`config.mk`:
```
export PLATFORM = sky130hd
export DESIGN_NAME = quad_bridge_adc_serial_reader
export DESIGN_NICKNAME = d
export VERILOG_FILES = /design/src/rtl/core/qbr_pkg.sv /design/src/rtl/core/qbr_cell.sv /design/src/rtl/core/qbr_ctrl.sv /design/src/rtl/core/qbr_skid.sv /design/src/rtl/core/quad_bridge_adc_serial_reader.sv
export SDC_FILE = /design/constraint.sdc
export NUM_CORES = 1
export LEC_CHECK = 0
export ABC_AREA = 0
export BUFFER_PORTS_ARGS = -buffer_cell sky130_fd_sc_hd__buf_2
export CAP_MARGIN = 20
export CORE_MARGIN = 4
export CORE_UTILIZATION = 54
export DETAILED_ROUTE_END_ITERATION = 7
export PLACE_DENSITY = 0.75
export SLEW_MARGIN = 10
export SYNTH_ARGS = -nofsm -noshare
export SYNTH_HDL_FRONTEND = slang
export SYNTH_HIERARCHICAL = 1
export SYNTH_SLANG_ARGS = --single-unit
export TNS_END_PERCENT = 20
```
`constraint.sdc`:
```
create_clock -name clk_i -period 8.6 [get_ports clk_i]
set_input_delay 0.86 -clock clk_i [delete_from_list [all_inputs] [get_ports clk_i]]
set_output_delay 0.86 -clock clk_i [all_outputs]
set_load 0.02 [all_outputs]
```
`src/rtl/core/qbr_pkg.sv`:
```
`timescale 1ns / 1ps
// ----------------------------------------------------------------------------
// qbr_pkg
// Shared types and constants of the four-channel bridge converter reader.
// ----------------------------------------------------------------------------
package qbr_pkg;

  localparam int unsigned LINE_W   = 4;   // data lines carried by one request
  localparam int unsigned VAL_W    = 24;  // width of a reported reading
  localparam int unsigned NUM_OUT  = 4;   // reading ports on the top level
  localparam int unsigned GAIN_W   = 2;
  localparam int unsigned GAIN_MAX = 3;
  localparam int unsigned CFG_IDX_W = 2;

  // Register indexes of the configuration port
  localparam logic [CFG_IDX_W-1:0] REG_GAIN_PULSES = 2'd0;
  localparam logic [CFG_IDX_W-1:0] REG_SLEEP       = 2'd1;

  localparam logic [GAIN_W-1:0] GAIN_RESET = 2'd1;

  // Per-request command from the sequencer to every cell
  typedef struct packed {
    logic clear;     // start of a read: zero the shift register
    logic shift_en;  // clock-low tick of a data bit: shift in the line
    logic latch;     // last tick: capture the sign-extended sample
  } cell_ctl_t;

  // One result as held in the output stage
  typedef struct packed {
    logic                    clock_level;
    logic                    busy_res;
    logic                    ready_res;
    logic                    done_res;
    logic signed [VAL_W-1:0] value_zero;
    logic signed [VAL_W-1:0] value_one;
    logic signed [VAL_W-1:0] value_two;
    logic signed [VAL_W-1:0] value_three;
  } result_t;

endpackage

```
`src/rtl/core/qbr_cell.sv`:
```
`timescale 1ns / 1ps
// ----------------------------------------------------------------------------
// qbr_cell
// One channel: shift register and held reading; passes the remaining data
// lines on to the next cell.
// ----------------------------------------------------------------------------
module qbr_cell
  import qbr_pkg::*;
#(
  parameter int unsigned DATA_BITS = 24
) (
  input  logic                    clk_i,
  input  logic                    rst_ni,
  input  cell_ctl_t               ctl_i,
  input  logic [LINE_W-1:0]       lines_i,
  output logic [LINE_W-1:0]       lines_o,
  output logic signed [VAL_W-1:0] held_o
);

  logic [DATA_BITS-1:0]    shift_q, shift_d;
  logic signed [VAL_W-1:0] held_q, held_d;

  // take the top line, hand the rest down the row
  assign lines_o = {lines_i[LINE_W-2:0], 1'b0};

  always_comb begin
    shift_d = shift_q;
    if (ctl_i.clear) begin
      shift_d = '0;
    end else if (ctl_i.shift_en) begin
      shift_d = {shift_q[DATA_BITS-2:0], lines_i[LINE_W-1]};
    end
    held_d = held_q;
    if (ctl_i.latch) begin
      held_d = VAL_W'($signed(shift_d));
    end
  end

  always_ff @(posedge clk_i or negedge rst_ni) begin
    if (!rst_ni) begin
      shift_q <= '0;
      held_q  <= '0;
    end else begin
      shift_q <= shift_d;
      held_q  <= held_d;
    end
  end

  assign held_o = held_d;

endmodule

```
`src/rtl/core/qbr_ctrl.sv`:
```
`timescale 1ns / 1ps
// ----------------------------------------------------------------------------
// qbr_ctrl
// Tick sequencer: start detection, bit and gain pulse counting, clock level.
// ----------------------------------------------------------------------------
module qbr_ctrl
  import qbr_pkg::*;
#(
  parameter int unsigned DATA_BITS = 24
) (
  input  logic              clk_i,
  input  logic              rst_ni,
  input  logic              accept_i,
  input  logic              start_req_i,
  input  logic              lines_low_i,
  input  logic              sleep_i,
  input  logic [GAIN_W-1:0] gain_pulses_i,
  output cell_ctl_t         ctl_o,
  output logic              clock_level_o,
  output logic              busy_o
);

  localparam int unsigned TICK_W = $clog2(2 * (DATA_BITS + GAIN_MAX));
  localparam int unsigned CMP_W  = TICK_W + 1;
  localparam logic [CMP_W-1:0] DATA_PULSES = CMP_W'(DATA_BITS);

  logic [TICK_W-1:0] tick_q, tick_d, tick_cur;
  logic              prog_q, prog_d;
  logic              start_now, active, odd, done;
  logic [CMP_W-1:0]  pulse;

  always_comb begin
    start_now = !prog_q && start_req_i && lines_low_i && !sleep_i;
    active    = prog_q || start_now;
    tick_cur  = start_now ? '0 : tick_q;
    odd       = tick_cur[0];
    pulse     = CMP_W'(tick_cur >> 1);
    done      = active && odd &&
                ((pulse + CMP_W'(1)) >= (DATA_PULSES + CMP_W'(gain_pulses_i)));

    ctl_o.clear    = accept_i && start_now;
    ctl_o.shift_en = accept_i && active && odd && (pulse < DATA_PULSES);
    ctl_o.latch    = accept_i && done;

    clock_level_o = active ? !odd : sleep_i;
    busy_o        = active;

    prog_d = prog_q;
    tick_d = tick_q;
    if (accept_i && active) begin
      prog_d = !done;
      tick_d = done ? '0 : tick_cur + TICK_W'(1);
    end
  end

  always_ff @(posedge clk_i or negedge rst_ni) begin
    if (!rst_ni) begin
      prog_q <= 1'b0;
      tick_q <= '0;
    end else begin
      prog_q <= prog_d;
      tick_q <= tick_d;
    end
  end

endmodule

```
`src/rtl/core/qbr_skid.sv`:
```
`timescale 1ns / 1ps
// ----------------------------------------------------------------------------
// qbr_skid
// Output register with a skid stage, so a request is taken while a result
// waits.
// ----------------------------------------------------------------------------
module qbr_skid
  import qbr_pkg::*;
(
  input  logic    clk_i,
  input  logic    rst_ni,
  input  logic    push_i,
  input  result_t data_i,
  output logic    full_o,
  output logic    valid_o,
  input  logic    stall_i,
  output result_t data_o
);

  logic    main_v_q, skid_v_q;
  result_t main_q, skid_q;
  logic    pop;

  assign pop     = main_v_q && !stall_i;
  assign full_o  = skid_v_q;
  assign valid_o = main_v_q;
  assign data_o  = main_q;

  always_ff @(posedge clk_i or negedge rst_ni) begin
    if (!rst_ni) begin
      main_v_q <= 1'b0;
      skid_v_q <= 1'b0;
    end else if (skid_v_q) begin
      if (pop) begin
        skid_v_q <= 1'b0;
      end
    end else if (push_i) begin
      if (main_v_q && !pop) begin
        skid_v_q <= 1'b1;
      end else begin
        main_v_q <= 1'b1;
      end
    end else if (pop) begin
      main_v_q <= 1'b0;
    end
  end

  always_ff @(posedge clk_i) begin
    if (skid_v_q) begin
      if (pop) begin
        main_q <= skid_q;
      end
    end else if (push_i) begin
      if (main_v_q && !pop) begin
        skid_q <= data_i;
      end else begin
        main_q <= data_i;
      end
    end
  end

endmodule

```
`src/rtl/core/quad_bridge_adc_serial_reader.sv`:
```
`timescale 1ns / 1ps
// ----------------------------------------------------------------------------
// quad_bridge_adc_serial_reader
// Serial reader for up to four bridge converters sharing one serial clock.
// ----------------------------------------------------------------------------
// Each request is one tick of the serial interface and yields exactly one
// result, one request per clock cycle while results are taken: the
// sequencer and the channel cells finish a tick combinationally, and a
// two-deep output stage (register plus skid) lets requests flow on.
// A read starts on a tick with start_req set, the block idle, all data lines
// low and power-down clear. Every bit spends a clock-high tick and then a
// clock-low tick on which the lines are sampled, most significant bit first;
// after the data bits the gain pulses follow (1: gain 128, 2: gain 32,
// 3: gain 64) and the final tick reports the sign-extended readings with
// done_res set. A full read takes 2 * (DATA_BITS + gain_pulses) ticks.
// With the sleep register set the idle clock is held high. Write
// configuration only while no results are outstanding; a gain write of zero
// is ignored.
// ----------------------------------------------------------------------------
module quad_bridge_adc_serial_reader
  import qbr_pkg::*;
#(
  parameter int unsigned CHANNELS  = 4,
  parameter int unsigned DATA_BITS = 24
) (
  input  logic                    clk_i,
  input  logic                    rst_ni,
  // request channel
  input  logic                    in_valid_i,
  output logic                    in_stall_o,
  input  logic [LINE_W-1:0]       data_lines_i,
  input  logic                    start_req_i,
  // result channel
  output logic                    out_valid_o,
  input  logic                    out_stall_i,
  output logic                    clock_level_o,
  output logic                    busy_res_o,
  output logic                    ready_res_o,
  output logic                    done_res_o,
  output logic signed [VAL_W-1:0] value_zero_o,
  output logic signed [VAL_W-1:0] value_one_o,
  output logic signed [VAL_W-1:0] value_two_o,
  output logic signed [VAL_W-1:0] value_three_o,
  // configuration channel
  input  logic                    cfg_valid_i,
  output logic                    cfg_ready_o,
  input  logic [CFG_IDX_W-1:0]    cfg_index_i,
  input  logic [GAIN_W-1:0]       cfg_data_i
);

  logic              accept;
  logic [GAIN_W-1:0] gain_q;
  logic              pdown_q;
  logic              lines_low;
  cell_ctl_t         ctl;
  logic              clock_level, busy;
  result_t           res;

  logic [LINE_W-1:0]       lines_chain [CHANNELS+1];
  logic signed [VAL_W-1:0] held       [CHANNELS];
  logic signed [VAL_W-1:0] values     [NUM_OUT];

  assign accept    = in_valid_i && !in_stall_o;
  assign lines_low = (data_lines_i == '0);

  // Configuration: always ready; drop a zero gain write
  assign cfg_ready_o = 1'b1;

  always_ff @(posedge clk_i or negedge rst_ni) begin
    if (!rst_ni) begin
      gain_q  <= GAIN_RESET;
      pdown_q <= 1'b0;
    end else if (cfg_valid_i) begin
      unique case (cfg_index_i)
        REG_GAIN_PULSES: begin
          if (cfg_data_i != '0) begin
            gain_q <= cfg_data_i;
          end
        end
        REG_SLEEP: begin
          pdown_q <= cfg_data_i[0];
        end
        default: begin
        end
      endcase
    end
  end

  // Tick sequencer: one command per request, broadcast to the cells
  qbr_ctrl #(
    .DATA_BITS (DATA_BITS)
  ) u_ctrl (
    .clk_i         (clk_i),
    .rst_ni        (rst_ni),
    .accept_i      (accept),
    .start_req_i   (start_req_i),
    .lines_low_i   (lines_low),
    .sleep_i       (pdown_q),
    .gain_pulses_i (gain_q),
    .ctl_o         (ctl),
    .clock_level_o (clock_level),
    .busy_o        (busy)
  );

  // Row of channel cells; each takes its line off the top of the vector and
  // hands the rest on, so channels past the fourth read zero
  assign lines_chain[0] = data_lines_i;

  for (genvar c = 0; c < CHANNELS; c++) begin : g_cell
    qbr_cell #(
      .DATA_BITS (DATA_BITS)
    ) u_cell (
      .clk_i   (clk_i),
      .rst_ni  (rst_ni),
      .ctl_i   (ctl),
      .lines_i (lines_chain[c]),
      .lines_o (lines_chain[c+1]),
      .held_o  (held[c])
    );
  end

  // Report zero on reading ports with no channel behind them
  for (genvar c = 0; c < NUM_OUT; c++) begin : g_val
    if (c < CHANNELS) begin : g_used
      assign values[c] = held[c];
    end else begin : g_unused
      assign values[c] = '0;
    end
  end

  always_comb begin
    res.clock_level = clock_level;
    res.busy_res    = busy;
    res.ready_res   = lines_low;
    res.done_res    = ctl.latch;
    res.value_zero  = values[0];
    res.value_one   = values[1];
    res.value_two   = values[2];
    res.value_three = values[3];
  end

  // Output register and skid stage
  result_t out_res;

  qbr_skid u_skid (
    .clk_i   (clk_i),
    .rst_ni  (rst_ni),
    .push_i  (accept),
    .data_i  (res),
    .full_o  (in_stall_o),
    .valid_o (out_valid_o),
    .stall_i (out_stall_i),
    .data_o  (out_res)
  );

  assign clock_level_o = out_res.clock_level;
  assign busy_res_o    = out_res.busy_res;
  assign ready_res_o   = out_res.ready_res;
  assign done_res_o    = out_res.done_res;
  assign value_zero_o  = out_res.value_zero;
  assign value_one_o   = out_res.value_one;
  assign value_two_o   = out_res.value_two;
  assign value_three_o = out_res.value_three;

endmodule

```
# Word-level counts from Yosys, hierarchy flattened
# Index checks and enable logic that the tools add are counted.
totals:
  word_cells: 97
  in_bits: 14
  register_bits: 404
  output_inout_bits: 103
classes:
  eq_ne: 4
  muxes: 26
  n_lt_le_gt_ge: 2
  add_sub_neg: 3
  n_reduce_logical: 31
  bitwise_logic: 1
ops:
  columns: ["operator", "n"]
  rows:
  - ["$mux 100", 4]
  - ["$mux 24", 12]
  - ["$logic_and 1x1->1", 13]
  - ["$mux 6", 2]
  - ["$reduce_and 3->1", 4]
  - ["$mux 1", 8]
  - ["$ge 7x7->1", 1]
  - ["$logic_not 1->1", 7]
  - ["$add 5x1->6 const B", 1]
  - ["$add 5x2->6 const A", 1]
  - ["$add 6x1->6 const B", 1]
  - ["$reduce_bool 2->1", 3]
  - ["$lt 5x5->1 const B", 1]
  - ["$logic_not 4->1", 1]
  - ["$ne 2x2->1 const B", 2]
  - ["$eq 2x1->1 const B", 1]
  - ["$logic_not 2->1", 1]
  - ["$ne 2x1->1 const B", 1]
  - ["$reduce_and 2->1", 1]
  - ["$logic_or 1x1->1", 1]
  - ["$not 1->1", 1]

# Depth between registers and ports, before layout
depth:
  word_depth: 14
  depth_mapped: 16
  mapped_depth_nobuf: 13

# Cells and area by module
# Netlist, hierarchy kept.
by_module_without_submodules:
  columns: ["module", "instances", "cells_per_inst", "area_per_inst_um2", "seq_area_each_um2"]
  rows:
  - ["qbr_cell", 4, 162, 2045.7, 1201.2]
  - ["qbr_skid", 1, 324, 7557.2, 6055.8]
  - ["qbr_ctrl", 1, 86, 706.9, 175.2]
  - ["quad_bridge_adc_serial_reader", 1, 14, 175.2, 76.3]

# Worst setup path before layout
# OpenSTA, ideal clock, no wires.
synth_timing:
  path_type: "input to register"
  start: "input in_valid_i"
  end: "register u_skid.main_q, in the netlist u_skid/data_o[0] (enable)"
  path_stages: 3
  n_path_buf: 0
  arrival_ns: 8.581
  t_required_ns: 7.889
  setup_time_ns: 0.711
  path_slack_ns: -0.693
  cell_sequence: "nor2b_1 > nand2b_1 > a21boi_0"
synth_between:
  elab_chain_len: 3
synth_lines:
  columns: ["item", "line", "text"]
  rows:
  - ["from (decl)", "quad_bridge_adc_serial_reader.sv:29", "input logic in_valid_i,"]
  - ["$logic_and 1x1->1", "quad_bridge_adc_serial_reader.sv:63", "assign accept = in_valid_i && !in_stall_o;"]
  - ["$reduce_bool 2->1 (no line)", null, null]
  - ["$reduce_and 3->1 (no line)", null, null]
  - ["to (signal assigned)", "qbr_skid.sv:51", "main_q <= skid_q;"]
  - ["to (signal assigned)", "qbr_skid.sv:57", "main_q <= data_i;"]
  - ["to (decl)", "qbr_skid.sv:21", "result_t main_q, skid_q;"]
# Every way passes these cells.
# A chain may end at the register's enable or synchronous reset.

==> impl_metrics.tcl <==
set metrics [dict create \
    dpl.hpwl_mm 16.5 \
    critPathRequiredTime_ns 8.98 \
    crit_type "in2reg" \
    whs_ns 0.311 \
    gp_congestion 0.776 \
    worst_pin_slew_ns 1.06 \
    critPathCaptureType "flip-flop" \
    clock_latency_ns 0.52 \
    vias 8440 \
    peakVddDrop_uv 194 \
    hold_violations 0 \
    rows 63 \
    layout-drive-gt1-share_pct 32.8 \
    ctsHtreeMaxLevel 2 \
    start_util_pct 55.2 \
    clk_pin_slew_worst_paths_ns 0.06 \
    finalClockSkew_ns 0.0174 \
    r2r_cells 7 \
    synth_cells 1058 \
    n_antenna_cell 0 \
    cp-startpoint "data_lines_i[2]" \
    crit_path_max_fanout 60 \
    netlist_area_um2 16500 \
    outcome "completed" \
    period_needed_ns 4.94 \
    root_buffer "clkbuf_16" \
    wl_per_cell_um 18.1 \
    arrival_ns 5.32 \
    die_h_um 183 \
    grt_overflow 0 \
    drt_iter0_markers 551 \
    die_w_um 183 \
    area_growth_pct 12.2 \
    top_layer "met4" \
    grt_max_degree 77 \
    cts_buffers 41 \
    antenna_found_initial 0 \
    viasPerCell 5.35 \
    r2r_start "u_skid/full_o" \
    core-area_um2 30000 \
    yosysWarnings 6 \
    cts_tree "yes" \
    finalSetupViolCount 0 \
    finalSetupTns_ns 0 \
    total_leakage_power_nw 7.09 \
    layout_commonest_cell "dfrtp_1" \
    avgSynthCellArea_um2 15.6 \
    drv_cap 0 \
    post_cts_hold_buffer_count 0 \
    drc 0 \
    hold_path_class "in2async" \
    cts.sinks 404 \
    layout_common_cells "202 x dfrtp_1, 200 x edfxtp_1, 114 x buf_2" \
    rrSetupSlack_ns 4.33 \
    clock_path_buffers 3 \
    rsz0062_at_grt "no" \
    grt_pass1_wl_mm 47.1 \
    dr_wl_met2_mm 13.7 \
    drt-pass1-iter-count 4 \
    syn_nets 1075 \
    report.final.slew_viol_count 0 \
    critPathLaunchType "primary input" \
    grt_usage_pct 17.2 \
    routed_wl_mm 28.5 \
    relSlewSlack_pct 29.2 \
    met1_length_mm 13.2 \
    endpoint "u_skid/data_o[72]" \
    cts_setup_buffers 0 \
    port-buffer-count 115 \
    wl_met3_mm 1.14 \
    p_per_area_nw_per_um2 255 \
    ant_nets 0 \
    fin_nets 1172 \
    pin_count 117 \
    period_share_pct 57.5 \
    dieArea_um2 33500 \
    ctsResizeCount 0 \
    r2r_end "u_skid/data_o[72]" \
    max_freq_ghz 0.202 \
    grt_pass1_vias 8762 \
]
critical path: stages:
cell	delay, ns
buf_2	0.14
nor4_1	0.81
nand4bb_4	0.20
and2_1	0.25
ha_1	0.30
ha_1	0.28
o22ai_1	0.09
o21a_4	0.15
o22ai_1	0.11
nor3b_2	0.21
buf_4	0.84
nand2b_4	0.46
o22ai_1	0.38
mux2_4	0.21
worst min path at each step:
stage / endpoint / slack, ns / cells after the start / from
6_report: g_cell[1].u_cell/held_q[10] / 0.31 / 1 / rst_ni
5_1_grt: g_cell[1].u_cell/held_q[10] / 0.33 / 1 / rst_ni
4_1_cts: g_cell[1].u_cell/held_q[15] / 0.33 / 1 / rst_ni
3_5_place_dp: gain_q[0] / 0.46 / 2 / gain_q[0]
3_3_place_gp: gain_q[0] / 0.46 / 2 / gain_q[0]
2_1_floorplan: gain_q[0] / 0.45 / 2 / gain_q[0]
sequential cells by signal, summed over array words and instances, names as in the netlist:
signal and cells:
g_cell.u_cell/held_q 96, g_cell.u_cell/shift_q 96, gain_q 2, pdown_q 1, u_ctrl/prog_q 1, u_ctrl/tick_q 6, u_skid/data_o 100, u_skid/full_o 1
u_skid/skid_q 100, u_skid/valid_o 1
final cells by class:
type	count	area, um^2
timing repair buffer	127	707
clock inverter	16	178
multi-input combinational	479	4460
fill	2252	11400
clock buffer	59	1210
sequential	404	11100
inverter	102	383
tap	390	488
metal layers:
metal / track usage (%) / vias up
li1: - / 3948
met1: 24.6 / 4304
met2: 28.0 / 147
met3: 2.78 / 41
met4: 4.29 / 0
met5: 0 / -
metrics by stage:
step	utilization (%)	std cells	setup slack [ns]	total power [mW]	cell area, um^2
after floorplan	-	1058	1.94	2.84	16500
after global placement	57.1	1500	3.37	2.96	17100
after detailed placement	57.1	1500	3.17	2.97	17100
after CTS	61.7	1575	3.70	4.77	18500
after global routing	61.9	1577	3.35	4.93	18500
final	61.9	1577	3.66	4.73	18500
power breakdown:
part           leakage [nW]  switching (mW)  total [mW]  internal [mW]
registers              3.63           0.105        2.30           2.20
clock network         0.682           0.697        1.79           1.10
logic                  2.78           0.405       0.638          0.233
total                  7.09            1.21        4.73           3.52
No activity file was read; power rests on OpenSTA's default activity.
